==> config.mk <==
export PLATFORM = sky130hd
export DESIGN_NAME = accept_header_media_negotiator_unit_flat
export DESIGN_NICKNAME = d
export VERILOG_FILES = /design/src/rtl/ahmn_pkg.sv /design/src/rtl/ahmn_byte_if.sv /design/src/rtl/ahmn_type_if.sv /design/src/rtl/accept_header_media_negotiator_unit.sv /design/src/rtl/ahmn_parser.sv /design/src/rtl/ahmn_select.sv /design/src/flat_wrapper.sv
export SDC_FILE = /design/constraint.sdc
export NUM_CORES = 1
export LEC_CHECK = 0
export BUFFER_PORTS_ARGS = -buffer_cell sky130_fd_sc_hd__buf_2
export CAP_MARGIN = 20
export CORE_ASPECT_RATIO = 0.5
export CORE_UTILIZATION = 60
export DETAILED_ROUTE_END_ITERATION = 12
export PLACE_DENSITY = 0.83
export SETUP_SLACK_MARGIN = 0.15
export SLEW_MARGIN = 40
export SYNTH_ARGS = -nofsm -noshare
export SYNTH_HDL_FRONTEND = slang
export SYNTH_HIERARCHICAL = 1
export SYNTH_SLANG_ARGS = --single-unit
==> constraint.sdc <==
create_clock -name clk -period 9.8 [get_ports clk]
set_input_delay 0.98 -clock clk [delete_from_list [all_inputs] [get_ports clk]]
set_output_delay 0.98 -clock clk [all_outputs]
set_load 0.02 [all_outputs]
==> src/rtl/ahmn_pkg.sv <==
// ----------------------------------------------------------------------------
// ahmn_pkg
// Shared types, media strings and character codes of the media negotiator.
// ----------------------------------------------------------------------------
`default_nettype none

package ahmn_pkg;

  typedef enum logic [1:0] {
    MEDIA_JSON = 2'd0,
    MEDIA_LD   = 2'd1,
    MEDIA_GEO  = 2'd2
  } ahmn_media_t;

  localparam int unsigned NUM_MEDIA = 3;
  localparam int unsigned NUM_STR   = 5;

  // end-of-entry report from the parser to the selector
  typedef struct packed {
    logic               done;   // entry closed by comma or terminator
    logic               last;   // terminator byte, decision requested
    logic               hit;    // entry name matched a known media string
    ahmn_media_t        media;
    logic signed [10:0] q;      // quality in thousandths
  } ahmn_entry_t;

  localparam logic [7:0] CH_NUL   = 8'h00;
  localparam logic [7:0] CH_COMMA = 8'h2C;

  // fixed media strings, right aligned, most specific first
  localparam logic [159:0] MEDIA_STR [NUM_STR] = '{
    160'("application/geo+json"),
    160'("application/ld+json"),
    160'("application/json"),
    160'("application/*"),
    160'("*/*")
  };
  localparam logic [4:0] MEDIA_LEN [NUM_STR] = '{5'd20, 5'd19, 5'd16, 5'd13, 5'd3};

  // per string: does lower-case char lc sit at position pos
  function automatic logic [NUM_STR-1:0] media_match(input logic [7:0] lc,
                                                     input logic [4:0] pos);
    logic [NUM_STR-1:0] m;
    int                 base;
    m = '0;
    for (int i = 0; i < NUM_STR; i++) begin
      base = (int'(MEDIA_LEN[i]) - 1 - int'(pos)) * 8;
      if (pos < MEDIA_LEN[i]) begin
        m[i] = (lc == MEDIA_STR[i][base +: 8]);
      end
    end
    return m;
  endfunction

endpackage

`default_nettype wire

==> src/rtl/ahmn_byte_if.sv <==
// ----------------------------------------------------------------------------
// ahmn_byte_if
// Valid/ready channel carrying one header byte per transfer.
// ----------------------------------------------------------------------------
`default_nettype none

interface ahmn_byte_if;
  logic       valid;
  logic       ready;
  logic [7:0] header_byte;

  modport source (output valid, output header_byte, input ready);
  modport sink   (input valid, input header_byte, output ready);
endinterface

`default_nettype wire

==> src/rtl/ahmn_type_if.sv <==
// ----------------------------------------------------------------------------
// ahmn_type_if
// Valid/ready channel carrying the negotiated media type.
// ----------------------------------------------------------------------------
`default_nettype none

interface ahmn_type_if;
  logic       valid;
  logic       ready;
  logic [1:0] chosen_type;

  modport source (output valid, output chosen_type, input ready);
  modport sink   (input valid, input chosen_type, output ready);
endinterface

`default_nettype wire

==> src/rtl/accept_header_media_negotiator_unit.sv <==
// ----------------------------------------------------------------------------
// accept_header_media_negotiator_unit
// Byte-serial Accept header parser that picks a JSON representation.
// ----------------------------------------------------------------------------
// The header streams in one byte per transfer on in_ch; a zero byte ends the
// header and produces exactly one transfer on out_ch carrying the chosen type
// (0 plain json, 1 linked-data json, 2 geo json). Any other byte produces no
// result. The unit takes one byte every cycle unless a terminator stalls, as
// below: each byte is held in the input register and parsed by combinational
// logic and, if it is the terminator, moves on into the output register, so
// a result passes the input register and then the output register before it
// is offered on out_ch. Only a terminator stalls, and only while a previous
// result is still unclaimed in the output register; bytes queued behind it
// wait with it, and other bytes never stall on their own. After each decision
// all parse state returns to its reset values, ready for the next header.
// There is no configuration port.
// ----------------------------------------------------------------------------
`default_nettype none

module accept_header_media_negotiator_unit #(
  parameter int unsigned Q_TOKEN_MAX = 15,   // longest q value token, 4..15
  parameter int unsigned ORDER_BITS  = 16    // entry order counter width, 4..32
) (
  input wire logic  clk,
  input wire logic  rst_n,
  ahmn_byte_if.sink   in_ch,
  ahmn_type_if.source out_ch
);
  import ahmn_pkg::*;

  // input register
  logic        s1_valid_r;
  logic [7:0]  s1_byte_r;
  // output register
  logic        out_valid_r;
  ahmn_media_t out_type_r;

  logic          out_free;
  logic          s1_is_term;
  logic          s1_adv;
  ahmn_entry_t   entry;
  ahmn_media_t   chosen;

  assign out_free   = !out_valid_r || out_ch.ready;
  assign s1_is_term = (s1_byte_r == CH_NUL);
  // a terminator needs room in the output register, other bytes never stall
  assign s1_adv     = s1_valid_r && (!s1_is_term || out_free);
  assign in_ch.ready = !s1_valid_r || s1_adv;

  assign out_ch.valid       = out_valid_r;
  assign out_ch.chosen_type = out_type_r;

  always_ff @(posedge clk) begin
    if (!rst_n) begin
      s1_valid_r <= 1'b0;
    end else if (in_ch.ready) begin
      s1_valid_r <= in_ch.valid;
    end
  end

  // byte payload, no reset needed
  always_ff @(posedge clk) begin
    if (in_ch.valid && in_ch.ready) begin
      s1_byte_r <= in_ch.header_byte;
    end
  end

  ahmn_parser #(
    .Q_TOKEN_MAX (Q_TOKEN_MAX)
  ) u_parser (
    .clk     (clk),
    .rst_n   (rst_n),
    .step    (s1_adv),
    .byte_in (s1_byte_r),
    .entry   (entry)
  );

  ahmn_select #(
    .ORDER_BITS (ORDER_BITS)
  ) u_select (
    .clk    (clk),
    .rst_n  (rst_n),
    .entry  (entry),
    .chosen (chosen)
  );

  always_ff @(posedge clk) begin
    if (!rst_n) begin
      out_valid_r <= 1'b0;
    end else if (entry.last) begin
      out_valid_r <= 1'b1;
    end else if (out_ch.ready) begin
      out_valid_r <= 1'b0;
    end
  end

  always_ff @(posedge clk) begin
    if (entry.last) begin
      out_type_r <= chosen;
    end
  end

  // a terminator leaving the input register always yields a result
  a_term_result: assert property (@(posedge clk) disable iff (!rst_n)
    s1_adv && s1_is_term |=> out_valid_r)
    else $error("terminator did not produce a result");

  // a held byte is never dropped or altered
  a_s1_hold: assert property (@(posedge clk) disable iff (!rst_n)
    s1_valid_r && !s1_adv |=> s1_valid_r && $stable(s1_byte_r))
    else $error("input register lost a stalled byte");

  // the type code 3 is never produced
  a_type_range: assert property (@(posedge clk) disable iff (!rst_n)
    out_valid_r |-> out_type_r != 2'd3)
    else $error("invalid chosen type");

  // a terminator only leaves when the output register can take it
  a_no_overwrite: assert property (@(posedge clk) disable iff (!rst_n)
    entry.last |-> !out_valid_r || out_ch.ready)
    else $error("pending result overwritten");

endmodule

`default_nettype wire

==> src/rtl/ahmn_parser.sv <==
// ----------------------------------------------------------------------------
// ahmn_parser
// Per-entry byte parser: name matching and q parameter decoding.
// ----------------------------------------------------------------------------
`default_nettype none

module ahmn_parser #(
  parameter int unsigned Q_TOKEN_MAX = 15
) (
  input  wire logic                clk,
  input  wire logic                rst_n,
  input  wire logic                step,
  input  wire logic [7:0]          byte_in,
  output      ahmn_pkg::ahmn_entry_t entry
);
  import ahmn_pkg::*;

  localparam int unsigned TOK_W = $clog2(Q_TOKEN_MAX + 1);
  localparam logic [10:0] Q_SAT = 11'd1001;
  localparam logic [10:0] Q_ONE = 11'd1000;

  localparam logic [7:0] CH_SPACE = 8'h20;
  localparam logic [7:0] CH_TAB   = 8'h09;
  localparam logic [7:0] CH_SEMI  = 8'h3B;
  localparam logic [7:0] CH_EQ    = 8'h3D;
  localparam logic [7:0] CH_LOW_Q = 8'h71;
  localparam logic [7:0] CH_PLUS  = 8'h2B;
  localparam logic [7:0] CH_MINUS = 8'h2D;
  localparam logic [7:0] CH_DOT   = 8'h2E;
  localparam logic [7:0] CH_LF    = 8'h0A;
  localparam logic [7:0] CH_VT    = 8'h0B;
  localparam logic [7:0] CH_FF    = 8'h0C;
  localparam logic [7:0] CH_CR    = 8'h0D;
  localparam logic [7:0] CH_ZERO  = 8'h30;
  localparam logic [7:0] CH_NINE  = 8'h39;
  localparam logic [7:0] CH_UP_A  = 8'h41;
  localparam logic [7:0] CH_UP_Z  = 8'h5A;

  typedef enum logic [2:0] {
    PH_LEAD, PH_NAME, PH_PSEP, PH_PSKIP, PH_PQ, PH_PEQ, PH_QVAL, PH_QDONE
  } phase_t;

  phase_t             phase_r, phase_nxt;
  logic [4:0]         len_r, len_nxt;
  logic [NUM_STR-1:0] match_r, match_nxt;
  logic               qfound_r, qfound_nxt;
  logic [10:0]        acc_r, acc_nxt;
  logic [1:0]         frac_r, frac_nxt;
  logic [TOK_W-1:0]   tok_r, tok_nxt;
  logic               started_r, started_nxt;
  logic               neg_r, neg_nxt;
  logic               dot_r, dot_nxt;

  logic [7:0]  lc;
  logic        is_blank, is_sep, is_digit, is_end;
  logic        do_name, do_value;
  logic [3:0]  digit;
  logic [14:0] acc_sum;
  logic [6:0]  weight;
  logic [2:0]  hit_idx;
  logic        hit;

  assign lc       = (byte_in >= CH_UP_A && byte_in <= CH_UP_Z) ? byte_in + 8'd32 : byte_in;
  assign is_blank = (byte_in == CH_SPACE) || (byte_in == CH_TAB);
  assign is_sep   = is_blank || (byte_in == CH_SEMI);
  assign is_digit = (byte_in >= CH_ZERO) && (byte_in <= CH_NINE);
  assign digit    = 4'(byte_in - CH_ZERO);
  assign is_end   = (byte_in == CH_NUL) || (byte_in == CH_COMMA);
  assign do_name  = (phase_r == PH_LEAD && !is_blank) || (phase_r == PH_NAME);
  assign do_value = (phase_r == PH_PEQ) || (phase_r == PH_QVAL);

  always_comb begin
    case (frac_r)
      2'd0:    weight = 7'd100;
      2'd1:    weight = 7'd10;
      default: weight = 7'd1;
    endcase
    if (!dot_r) begin
      acc_sum = {1'b0, acc_r, 3'b000} + {3'b000, acc_r, 1'b0} + 15'(digit) * 15'd1000;
    end else begin
      acc_sum = 15'(acc_r) + 15'(digit) * 15'(weight);
    end
  end

  always_comb begin
    phase_nxt   = phase_r;
    len_nxt     = len_r;
    match_nxt   = match_r;
    qfound_nxt  = qfound_r;
    acc_nxt     = acc_r;
    frac_nxt    = frac_r;
    tok_nxt     = tok_r;
    started_nxt = started_r;
    neg_nxt     = neg_r;
    dot_nxt     = dot_r;
    if (step) begin
      if (is_end) begin
        phase_nxt   = PH_LEAD;
        len_nxt     = '0;
        match_nxt   = '1;
        qfound_nxt  = 1'b0;
        acc_nxt     = '0;
        frac_nxt    = '0;
        tok_nxt     = '0;
        started_nxt = 1'b0;
        neg_nxt     = 1'b0;
        dot_nxt     = 1'b0;
      end else begin
        unique case (phase_r)
          PH_LEAD:  ;
          PH_NAME:  ;
          PH_PSEP: begin
            if (!is_sep) phase_nxt = (lc == CH_LOW_Q) ? PH_PQ : PH_PSKIP;
          end
          PH_PQ: begin
            if (byte_in == CH_EQ)        phase_nxt = PH_PEQ;
            else if (byte_in == CH_SEMI) phase_nxt = PH_PSEP;
            else                         phase_nxt = PH_PSKIP;
          end
          PH_PEQ: begin
            qfound_nxt = 1'b1;
            phase_nxt  = PH_QVAL;
          end
          PH_PSKIP: begin
            if (byte_in == CH_SEMI) phase_nxt = PH_PSEP;
          end
          PH_QVAL:  ;
          PH_QDONE: ;
        endcase

        if (do_name) begin
          if (is_sep) begin
            phase_nxt = PH_PSEP;
          end else begin
            phase_nxt = PH_NAME;
            match_nxt = match_r & media_match(lc, len_r);
            if (len_r != 5'd31) len_nxt = len_r + 5'd1;
          end
        end

        if (do_value) begin
          if (is_sep || tok_r >= TOK_W'(Q_TOKEN_MAX)) begin
            phase_nxt = PH_QDONE;
          end else begin
            tok_nxt = tok_r + TOK_W'(1);
            // leading line-control chars are skipped before the number starts
            if (started_r || !(byte_in == CH_LF || byte_in == CH_CR ||
                               byte_in == CH_VT || byte_in == CH_FF)) begin
              started_nxt = 1'b1;
              if (!started_r && (byte_in == CH_PLUS || byte_in == CH_MINUS)) begin
                neg_nxt = neg_r | (byte_in == CH_MINUS);
              end else if (is_digit) begin
                if (!dot_r || frac_r != 2'd3) begin
                  acc_nxt = (acc_sum > 15'(Q_SAT)) ? Q_SAT : acc_sum[10:0];
                end
                if (dot_r && frac_r != 2'd3) frac_nxt = frac_r + 2'd1;
              end else if (byte_in == CH_DOT && !dot_r) begin
                dot_nxt = 1'b1;
              end else begin
                phase_nxt = PH_QDONE;
              end
            end
          end
        end
      end
    end
  end

  // first full-length match wins
  always_comb begin
    hit_idx = 3'(NUM_STR);
    for (int i = NUM_STR - 1; i >= 0; i--) begin
      if (match_r[i] && len_r == MEDIA_LEN[i]) hit_idx = 3'(i);
    end
  end
  assign hit = (hit_idx != 3'(NUM_STR));

  always_comb begin
    entry.done = step && is_end;
    entry.last = step && (byte_in == CH_NUL);
    entry.hit  = hit;
    case (hit_idx)
      3'd0:    entry.media = MEDIA_GEO;
      3'd1:    entry.media = MEDIA_LD;
      default: entry.media = MEDIA_JSON;
    endcase
    if (!qfound_r)   entry.q = $signed(Q_ONE);
    else if (neg_r)  entry.q = '0;
    else             entry.q = $signed((acc_r > Q_ONE) ? Q_ONE : acc_r);
  end

  always_ff @(posedge clk) begin
    if (!rst_n) begin
      phase_r   <= PH_LEAD;
      len_r     <= '0;
      match_r   <= '1;
      qfound_r  <= 1'b0;
      acc_r     <= '0;
      frac_r    <= '0;
      tok_r     <= '0;
      started_r <= 1'b0;
      neg_r     <= 1'b0;
      dot_r     <= 1'b0;
    end else begin
      phase_r   <= phase_nxt;
      len_r     <= len_nxt;
      match_r   <= match_nxt;
      qfound_r  <= qfound_nxt;
      acc_r     <= acc_nxt;
      frac_r    <= frac_nxt;
      tok_r     <= tok_nxt;
      started_r <= started_nxt;
      neg_r     <= neg_nxt;
      dot_r     <= dot_nxt;
    end
  end

endmodule

`default_nettype wire

==> src/rtl/ahmn_select.sv <==
// ----------------------------------------------------------------------------
// ahmn_select
// Per-type best quality and order tracking, and the final decision.
// ----------------------------------------------------------------------------
`default_nettype none

module ahmn_select #(
  parameter int unsigned ORDER_BITS = 16
) (
  input  wire logic                  clk,
  input  wire logic                  rst_n,
  input  wire ahmn_pkg::ahmn_entry_t entry,
  output      ahmn_pkg::ahmn_media_t chosen
);
  import ahmn_pkg::*;

  localparam logic [ORDER_BITS-1:0] ORDER_MAX = '1;

  logic signed [10:0]    best_r   [NUM_MEDIA];
  logic signed [10:0]    best_nxt [NUM_MEDIA];
  logic [ORDER_BITS-1:0] ord_r    [NUM_MEDIA];
  logic [ORDER_BITS-1:0] ord_nxt  [NUM_MEDIA];
  logic [ORDER_BITS-1:0] cnt_r, cnt_nxt;
  logic signed [10:0]    eff      [NUM_MEDIA];
  logic signed [10:0]    bq;
  logic [ORDER_BITS-1:0] bo;

  always_comb begin
    for (int i = 0; i < NUM_MEDIA; i++) begin
      best_nxt[i] = best_r[i];
      ord_nxt[i]  = ord_r[i];
    end
    cnt_nxt = cnt_r;
    if (entry.done) begin
      if (entry.hit && entry.q > best_r[entry.media]) begin
        best_nxt[entry.media] = entry.q;
        ord_nxt[entry.media]  = cnt_r;
      end
      if (cnt_r != ORDER_MAX) cnt_nxt = cnt_r + 1'b1;
    end
  end

  // decision over the values including the closing entry
  always_comb begin
    for (int i = 0; i < NUM_MEDIA; i++) begin
      eff[i] = (best_nxt[i] == 11'sd0) ? -11'sd1 : best_nxt[i];
    end
    chosen = MEDIA_JSON;
    bq     = eff[0];
    bo     = ord_nxt[0];
    for (int i = 1; i < NUM_MEDIA; i++) begin
      if (eff[i] > bq || (eff[i] == bq && !eff[i][10] && ord_nxt[i] < bo)) begin
        chosen = ahmn_media_t'(i);
        bq     = eff[i];
        bo     = ord_nxt[i];
      end
    end
  end

  always_ff @(posedge clk) begin
    if (!rst_n || entry.last) begin
      for (int i = 0; i < NUM_MEDIA; i++) begin
        best_r[i] <= -11'sd1;
        ord_r[i]  <= ORDER_MAX;
      end
      cnt_r <= '0;
    end else begin
      for (int i = 0; i < NUM_MEDIA; i++) begin
        best_r[i] <= best_nxt[i];
        ord_r[i]  <= ord_nxt[i];
      end
      cnt_r <= cnt_nxt;
    end
  end

endmodule

`default_nettype wire

==> src/flat_wrapper.sv <==
// flat-port wrapper written by rule: the top's interface ports become plain ports
module accept_header_media_negotiator_unit_flat import ahmn_pkg::*;
#(
  parameter int unsigned Q_TOKEN_MAX = 15,                                  
  parameter int unsigned ORDER_BITS  = 16                                       
)
  (clk, rst_n, in_ch_valid, in_ch_header_byte, in_ch_ready, out_ch_valid, out_ch_chosen_type, out_ch_ready);
  ahmn_byte_if in_ch_i ();
  ahmn_type_if out_ch_i ();
  input wire logic clk;
  input wire logic rst_n;
  input wire logic [$bits(in_ch_i.valid)-1:0] in_ch_valid;
  input wire logic [$bits(in_ch_i.header_byte)-1:0] in_ch_header_byte;
  output wire logic [$bits(in_ch_i.ready)-1:0] in_ch_ready;
  output wire logic [$bits(out_ch_i.valid)-1:0] out_ch_valid;
  output wire logic [$bits(out_ch_i.chosen_type)-1:0] out_ch_chosen_type;
  input wire logic [$bits(out_ch_i.ready)-1:0] out_ch_ready;
  assign in_ch_i.valid = in_ch_valid;
  assign in_ch_i.header_byte = in_ch_header_byte;
  assign in_ch_ready = in_ch_i.ready;
  assign out_ch_valid = out_ch_i.valid;
  assign out_ch_chosen_type = out_ch_i.chosen_type;
  assign out_ch_i.ready = out_ch_ready;
  accept_header_media_negotiator_unit #(.Q_TOKEN_MAX(Q_TOKEN_MAX), .ORDER_BITS(ORDER_BITS)) u_core (.clk(clk), .rst_n(rst_n), .in_ch(in_ch_i), .out_ch(out_ch_i));
endmodule
==> results.md, run 1 <==
## Outcome
- **result of the run** finished clean

## Placed design
- **Port-buffer cells** 15
- **DPL Wire Length** 25.8 mm
- **Cell Area, Placed** 13100 µm²
- **worst-case setup slack after placement** 0.800 ns
- **Routability Congestion** 0.951

## Flow run
- **count of maximum capacitance violations** 0

## Layout
- **number of nets in the layout** 1742
- **area added between synthesis and finish** 6.63%
- **final design instance area without fill** 13800 µm²
- **number of antenna repair diodes** 0
- **highest-count cells in the layout ignoring fill and taps** sky130_fd_sc_hd__nand2_1, sky130_fd_sc_hd__ha_1, sky130_fd_sc_hd__dfxtp_1, sky130_fd_sc_hd__inv_1, sky130_fd_sc_hd__nor2_1
- **share of final-layout standard cells stronger than drive strength 1** 8.11%
- **number of inserted filler cells in the final layout** 1715
- **most common cell after layout, fill and taps aside** sky130_fd_sc_hd__nand2_1

## Detailed routing
- **via count of the routed design** 11900
- **number of iterations in the first detailed-routing pass** 6
- **Detailed Route Iter0 Violations** 1161
- **number of DRC violations after detailed routing** 0
- **detailed-route wire length** 35.1 mm
- **via density per instance** 6.44
- **drt wl/cell** 19.0 µm
- **antenna-violating nets left** 0

## STA
- **worst-case setup margin in the final layout** 0.756 ns
- **endpoints failing hold** 0
- **maximum achievable frequency** 111 MHz
- **Final period util** 92.3%
- **final setup violation count** 0
- **slew at the pin with the worst max-slew slack** 0.778 ns
- **clock period minus worst slack** 9.04 ns
- **Total Negative Setup Slacks** 0 ns
- **final max-slew violation count** 0
- **unrepaired setup endpoints after global routing** false
- **final worst clock skew** 0.0117 ns
- **headroom to the max-slew limit** 47.6%

## Worst setup path
- **library cell contributing the largest single delay on the critical path** sky130_fd_sc_hd__a2111oi_0
- **R2R Path End** u_core/out_ch.chosen_type[1]$_DFFE_PP_
- **Critical Path RT** 9.99 ns
- **nature of the critical path startpoint** flop
- **first element of the critical path** u_core/u_parser/len_r[2]$_SDFFE_PN0P_
- **Register-to-Register Path Depth** 37
- **arrival time at the worst endpoint** 9.23 ns
- **worst setup path class** reg -> reg
- **sort of element at the end of the critical path** flop
- **critical path's most frequent cell** sky130_fd_sc_hd__ha_1
- **peak fanout along the critical path** 28
- **CP endpoint** u_core/out_ch.chosen_type[1]$_DFFE_PP_
- **crit-path max cell delay** 0.52 ns
- **FF-to-FF Start** u_core/u_parser/len_r[2]$_SDFFE_PN0P_
- **setup slack of the worst register-to-register path** 0.76 ns

## Synth
- **number of warnings printed during yosys synthesis** 6
- **number of synthesized register bits** 143
- **proportion of synthesized chip area in sequential cells** 23.0%
- **most used flip-flop cell after synthesis** sky130_fd_sc_hd__dfxtp_1
- **count of flip-flops with a built-in enable after synthesis** 10
- **Syn Std Cell Area** 12900 µm²
- **synthesized area divided by synthesized cell count** 8.15 µm²
- **number of nets in the synthesized netlist** 1760
- **fraction of registers with async set or reset after synthesis** 0%
- **cell count after synthesis** 1583
- **number of distinct library cell variants in the gate-level netlist after synthesis** 95

## Global routing
- **vias in the first global route** 11400
- **pin count of the biggest net entering global routing** 82
- **first-pass GRT wire length** 56.9 mm
- **antenna violations before repair** 1
- **GR Overflow Total** 0
- **Overall Global Routing Usage** 32.1%

## CTS
- **hold bufs inserted after CTS** 0
- **post-CTS setup repair buffer count** 0
- **clock slew seen by the registers of the worst setup and hold paths** 0.07 ns
- **Clock Tree Root** sky130_fd_sc_hd__clkbuf_16
- **H-tree levels** 4
- **TritonCTS clock tree** built
- **cts bufs inserted** 17
- **Resize count post-CTS** 0
- **Worst-Skew Late Latency** 0.44 ns
- **deepest clock path buffer count** 2
- **count of clock tree sinks** 143

## Floorplanning
- **Die Span X** 209 µm
- **number of standard-cell rows in the floorplan** 37
- **die area** 22100 µm²
- **initial cell density of the core** 61.9%
- **area of the core** 20800 µm²
- **I/O Pins** 16
- **Die Height** 106 µm

## Worst hold path
- **worst min-delay path class** reg -> reg

## Power and ir drop
- **Power Density** 120 nW/µm²
- **Leak** 0.00561 µW
- **largest voltage drop on the vdd net** 111 µV

==> how the worst min path moves through the flow <==
| stage | from | endpoint | slack [ns] | cells after the start |
|---|---|---|---|---|
| after CTS | u_core/u_parser/started_r$_SDFFE_PN0P_ | u_core/u_parser/started_r$_SDFFE_PN0P_ | 0.46 | 2 |
| after floorplan | u_core/u_parser/started_r$_SDFFE_PN0P_ | u_core/u_parser/started_r$_SDFFE_PN0P_ | 0.43 | 2 |
| after global routing | u_core/u_parser/started_r$_SDFFE_PN0P_ | u_core/u_parser/started_r$_SDFFE_PN0P_ | 0.49 | 2 |
| final | u_core/u_parser/started_r$_SDFFE_PN0P_ | u_core/u_parser/started_r$_SDFFE_PN0P_ | 0.46 | 2 |
| after detailed placement | u_core/u_select/ord_r[0][28]$_SDFF_PP1_ | u_core/u_select/ord_r[0][28]$_SDFF_PP1_ | 0.45 | 2 |
| after global placement | u_core/u_parser/started_r$_SDFFE_PN0P_ | u_core/u_parser/started_r$_SDFFE_PN0P_ | 0.44 | 2 |
==> where the power goes <==
part,internal (µW),switching (µW)
Sequential,593,12.6
Combinational,150,230
Clock,365,297
==> flip-flops by register name (all words and copies together), names as in the netlist, 2 cells and up <==
register	count
u_core/u_parser/frac_r	2
u_core/s1_byte_r	8
u_core/u_parser/len_r	5
u_core/u_parser/phase_r	3
u_core/out_ch.chosen_type	2
u_core/u_parser/tok_r	4
u_core/u_select/ord_r	48
u_core/u_parser/match_r	5
u_core/u_parser/acc_r	11
u_core/u_select/cnt_r	16
u_core/u_select/best_r	33
==> logic make-up (layout without fill, tap and decap cells) <==
logic type      Yosys count  count (layout)  share of synthesized area [%]
compound gates          368             368                           18.8
xor+xnor                 57              57                           3.87
fa+ha+maj               165             165                           17.8
buf+inv                 186             180                           6.25
flops                   143             143                           23.0
mux                     105             105                           8.33
other cells               1               1                         0.0291
simple gates            558             559                           21.9
==> per-layer routing <==
| layer | vias up | GRT usage (%) | wire, µm |
|---|---|---|---|
| li1 | 5599 | - | - |
| met1 | 5713 | 41.2 | 15400 |
| met2 | 512 | 53.5 | 16300 |
| met3 | 100 | 5.72 | 2430 |
| met4 | 0 | 12.7 | 971 |
| met5 | - | 0 | 0 |
==> Yosys cell counts, types with 6 or more instances <==
library cell | number | area share, %
sky130_fd_sc_hd__o211ai_1 | 8 | 0.47
sky130_fd_sc_hd__nand3_1 | 39 | 1.5
sky130_fd_sc_hd__edfxtp_1 | 10 | 2.3
sky130_fd_sc_hd__mux2i_1 | 89 | 6.9
sky130_fd_sc_hd__inv_1 | 101 | 2.9
sky130_fd_sc_hd__a211oi_1 | 14 | 0.81
sky130_fd_sc_hd__a41oi_1 | 6 | 0.41
sky130_fd_sc_hd__nor2b_1 | 20 | 0.97
sky130_fd_sc_hd__a21boi_0 | 6 | 0.35
sky130_fd_sc_hd__buf_6 | 7 | 0.61
sky130_fd_sc_hd__ha_1 | 134 | 13
sky130_fd_sc_hd__nor4_1 | 21 | 1.0
sky130_fd_sc_hd__o31ai_1 | 9 | 0.52
sky130_fd_sc_hd__buf_2 | 22 | 0.85
sky130_fd_sc_hd__or4_1 | 8 | 0.47
sky130_fd_sc_hd__buf_1 | 6 | 0.17
sky130_fd_sc_hd__o21a_1 | 9 | 0.52
sky130_fd_sc_hd__o21ai_1 | 30 | 1.2
sky130_fd_sc_hd__a21oi_1 | 85 | 3.3
sky130_fd_sc_hd__xnor2_1 | 42 | 2.9
sky130_fd_sc_hd__dfxtp_1 | 133 | 21
sky130_fd_sc_hd__or3_1 | 8 | 0.39
sky130_fd_sc_hd__o21ai_0 | 74 | 2.9
sky130_fd_sc_hd__a2111oi_0 | 6 | 0.41
sky130_fd_sc_hd__and2_1 | 33 | 1.6
sky130_fd_sc_hd__a31oi_1 | 13 | 0.63
sky130_fd_sc_hd__clkbuf_1 | 41 | 1.2
sky130_fd_sc_hd__nor2_1 | 100 | 2.9
sky130_fd_sc_hd__and3_1 | 9 | 0.44
sky130_fd_sc_hd__nand2_1 | 190 | 5.5
sky130_fd_sc_hd__nand2b_1 | 35 | 1.7
sky130_fd_sc_hd__nor3_1 | 28 | 1.1
sky130_fd_sc_hd__fa_1 | 31 | 4.8
sky130_fd_sc_hd__nand4_1 | 24 | 1.2
sky130_fd_sc_hd__xor2_1 | 15 | 1.0
sky130_fd_sc_hd__a21o_1 | 23 | 1.3
sky130_fd_sc_hd__o22ai_1 | 11 | 0.53
sky130_fd_sc_hd__mux2_2 | 15 | 1.3
==> stage by stage <==
step           utilization, %  power, µW  std cells  hold WS (ns)
2_1_floorplan               -        903       1583         0.426
3_3_place_gp             63.1        972       1817         0.436
3_5_place_dp             63.1        987       1817         0.446
4_1_cts                  65.9       1640       1849         0.457
5_1_grt                  66.0       1710       1851         0.488
6_report                 66.0       1650       1851         0.463
==> cell type report <==
| cell class | count | area (µm²) | area share, % |
|---|---|---|---|
| Timing Repair Buffer | 42 | 290 | 2.11 |
| Clock inverter | 14 | 148 | 1.07 |
| Clock buffer | 18 | 439 | 3.19 |
| Tap cell | 273 | 342 | 2.48 |
| Sequential cell | 143 | 2960 | 21.5 |
| Multi-Input combinational cell | 1255 | 9180 | 66.7 |
| Inverter | 106 | 398 | 2.89 |
==> worst max-delay path: cells and delay by family (launching register included) <==
kind | cells | cell delay, ns
DFF | 1 | 0.31
and+or+nand+nor | 8 | 1.42
adders and majority gates | 5 | 1.44
buffers and inverters | 3 | 1.00
muxes | 2 | 0.56
xor gates and xnor gates | 1 | 0.17
AOI/OAI and AO/OA | 18 | 3.87
No activity file was read; power rests on OpenSTA's default activity.
==> run 2, diff against run 1 <==
--- a/config.mk
+++ b/config.mk
@@ -11,6 +11,7 @@
 export CORE_UTILIZATION = 60
 export DETAILED_ROUTE_END_ITERATION = 12
 export PLACE_DENSITY = 0.83
+export REMOVE_ABC_BUFFERS = 1
 export SETUP_SLACK_MARGIN = 0.15
 export SLEW_MARGIN = 40
 export SYNTH_ARGS = -nofsm -noshare
==> constraint.sdc (replaced) <==
create_clock -name clk -period 9.8 [get_ports clk]
set_input_delay 1.47 -clock clk [delete_from_list [all_inputs] [get_ports clk]]
set_output_delay 1.47 -clock clk [all_outputs]
set_load 0.02 [all_outputs]
==> run 2 against run 1 <==
Against the previous run:
- setup slack improved by 0.034 ns
- sequential power about the same
- critical path depth decreased by 1
- register-to-register slack improved by 0.03 ns
- flip-flop and latch count unchanged
- power decreased by 0.38%
- via count decreased by 0.31%
- clock skew increased by 0.0038 ns
- die area unchanged
- combinational power decreased by 3%
- critical path type unchanged
- critical endpoint is now u_core/out_ch.chosen_type[0]$_DFFE_PP_
==> results.md, run 2 (same netlist as run 1, synthesis figures left out) <==
## Worst setup path
- **library cell contributing the largest single delay on the critical path** sky130_fd_sc_hd__mux2i_1
- **nature of the critical path startpoint** flop
- **sort of element at the end of the critical path** flop
- **peak fanout along the critical path** 44
- **critical path's most frequent cell** sky130_fd_sc_hd__ha_1
- **Critical Path RT** 9.99 ns
- **crit-path max cell delay** 0.59 ns
- **arrival time at the worst endpoint** 9.20 ns
- **worst setup path class** reg -> reg

## STA
- **endpoints failing hold** 0
- **headroom to the max-slew limit** 38.1%
- **final setup violation count** 0
- **maximum achievable frequency** 111 MHz
- **final max-slew violation count** 0
- **Total Negative Setup Slacks** 0 ns
- **slew at the pin with the worst max-slew slack** 0.919 ns
- **final worst clock skew** 0.0155 ns
- **Final period util** 91.9%
- **clock period minus worst slack** 9.01 ns
- **unrepaired setup endpoints after global routing** false
- **final worst hold slack** 0.457 ns

## Placed design
- **Routability Congestion** 0.937
- **DPL Wire Length** 24.7 mm
- **placed insts** 1813
- **Port-buffer cells** 15
- **Cell Area, Placed** 13100 µm²

## Detailed routing
- **via count of the routed design** 11900
- **met2 WL** 15.7 mm
- **detailed-route wire length** 34.0 mm
- **via density per instance** 6.44
- **uppermost routed layer** met4
- **Met3 Wirelength** 3.00 mm
- **routed metal-1 wire length** 14.6 mm
- **Detailed Route Iter0 Violations** 1256
- **antenna-violating nets left** 0
- **drt wl/cell** 18.4 µm
- **number of DRC violations after detailed routing** 0
- **number of iterations in the first detailed-routing pass** 5

## Layout
- **post-layout instance count excluding filler cells** 1845
- **number of inserted filler cells in the final layout** 1669
- **Final Core Density** 65.9%
- **flip-flop count of the largest register, all copies and words added** 48
- **area occupied by registers** 2960 µm²
- **highest-count cells in the layout ignoring fill and taps** sky130_fd_sc_hd__nand2_1, sky130_fd_sc_hd__ha_1, sky130_fd_sc_hd__dfxtp_1, sky130_fd_sc_hd__inv_1, sky130_fd_sc_hd__nor2_1
- **share of final-layout standard cells stronger than drive strength 1** 7.82%
- **registers with the highest flip-flop counts** u_core/u_select/ord_r x48, u_core/u_select/best_r x33, u_core/u_select/cnt_r x16
- **number of nets in the layout** 1736
- **final design instance area without fill** 13700 µm²
- **register name with the most flops** u_core/u_select/ord_r
- **area added between synthesis and finish** 6.37%
- **most common cell after layout, fill and taps aside** sky130_fd_sc_hd__nand2_1
- **total area of multi-input combinational cells** 9170 µm²
- **number of antenna repair diodes** 0

## CTS
- **hold bufs inserted after CTS** 0
- **count of clock tree sinks** 143
- **deepest clock path buffer count** 2
- **post-CTS setup repair buffer count** 0
- **clock slew seen by the registers of the worst setup and hold paths** 0.07 ns
- **H-tree levels** 4
- **cts bufs inserted** 17
- **Worst-Skew Late Latency** 0.43 ns
- **Resize count post-CTS** 0
- **Clock Tree Root** sky130_fd_sc_hd__clkbuf_16
- **TritonCTS clock tree** built

## Global routing
- **pin count of the biggest net entering global routing** 82
- **GR Overflow Total** 0
- **vias in the first global route** 11500
- **antenna violations before repair** 0
- **first-pass GRT wire length** 56.0 mm
- **Overall Global Routing Usage** 30.9%

## Worst hold path
- **worst min-delay path class** reg -> reg

## Floorplanning
- **I/O Pins** 16
- **Die Span X** 209 µm
- **die area** 22100 µm²
- **number of standard-cell rows in the floorplan** 37
- **Die Height** 106 µm
- **initial cell density of the core** 61.9%
- **area of the core** 20800 µm²

## Power and ir drop
- **largest voltage drop on the vdd net** 121 µV
- **Power Density** 120 nW/µm²
- **Leak** 0.00560 µW

## Outcome
- **result of the run** finished clean

## Flow run
- **count of maximum capacitance violations** 0

==> run 2: cell count changes in the layout (fill, tap and decap cells not counted), moves of 2 or more <==
cell / before / now
sky130_fd_sc_hd__buf_4: 26 / 22
sky130_fd_sc_hd__clkinv_4: 3 / 0
sky130_fd_sc_hd__clkinvlp_4: 3 / 1
sky130_fd_sc_hd__inv_6: 2 / 4
==> run 2: cell type report <==
cell class,count,share of cell area (%)
inverter,106,2.90
timing repair buffer,37,1.75
clock inverter,14,1.15
clock buffer,18,3.28
sequential,143,21.6
tap,273,2.49
multi-input combinational,1254,66.8
==> run 2: worst paths after layout <==
check                                         startpoint                                      to  slack [ns]  depth (start not counted)
setup reg to reg   u_core/u_parser/len_r[2]$_SDFFE_PN0P_  u_core/out_ch.chosen_type[0]$_DFFE_PP_        0.79                         36
hold reg to reg   u_core/u_parser/started_r$_SDFFE_PN0P_  u_core/u_parser/started_r$_SDFFE_PN0P_        0.46                          2
setup / recovery   u_core/u_parser/len_r[2]$_SDFFE_PN0P_  u_core/out_ch.chosen_type[0]$_DFFE_PP_        0.79                         36
hold / removal    u_core/u_parser/started_r$_SDFFE_PN0P_  u_core/u_parser/started_r$_SDFFE_PN0P_        0.46                          2
==> run 2: metal layers <==
metal / vias to the layer above / global-route usage [%]
li1: 5614 / -
met2: 578 / 52.4
met3: 80 / 5.57
met5: - / 0
met4: 0 / 9.98
met1: 5615 / 39.9
==> run 2: per-stage QoR <==
stage	power [µW]	worst slack, ns
global route	1720	0.389
finish	1640	0.790
global placement	968	1.41
CTS	1640	1.05
detailed placement	980	1.19
floorplan	896	-1.58
==> run 2: worst max-delay path: cells and delay by family (launching register included) <==
family                     cells  cell delay [ns]
buffers and inverters          3             1.07
and+or+nand+nor               11             1.88
xor gates and xnor gates       1             0.17
adders and majority gates      5             1.37
AOI/OAI and AO/OA             14             3.07
muxes                          2             0.87
DFF                            1             0.31
==> run 2: report_power, final <==
group | internal, µW | total (µW) | switching [µW] | leakage, µW
logic | 147 | 369 | 221 | 0.00413
registers | 593 | 606 | 13.0 | 0.00117
clock network | 379 | 668 | 289 | 0.000300
total | 1120 | 1640 | 523 | 0.00560
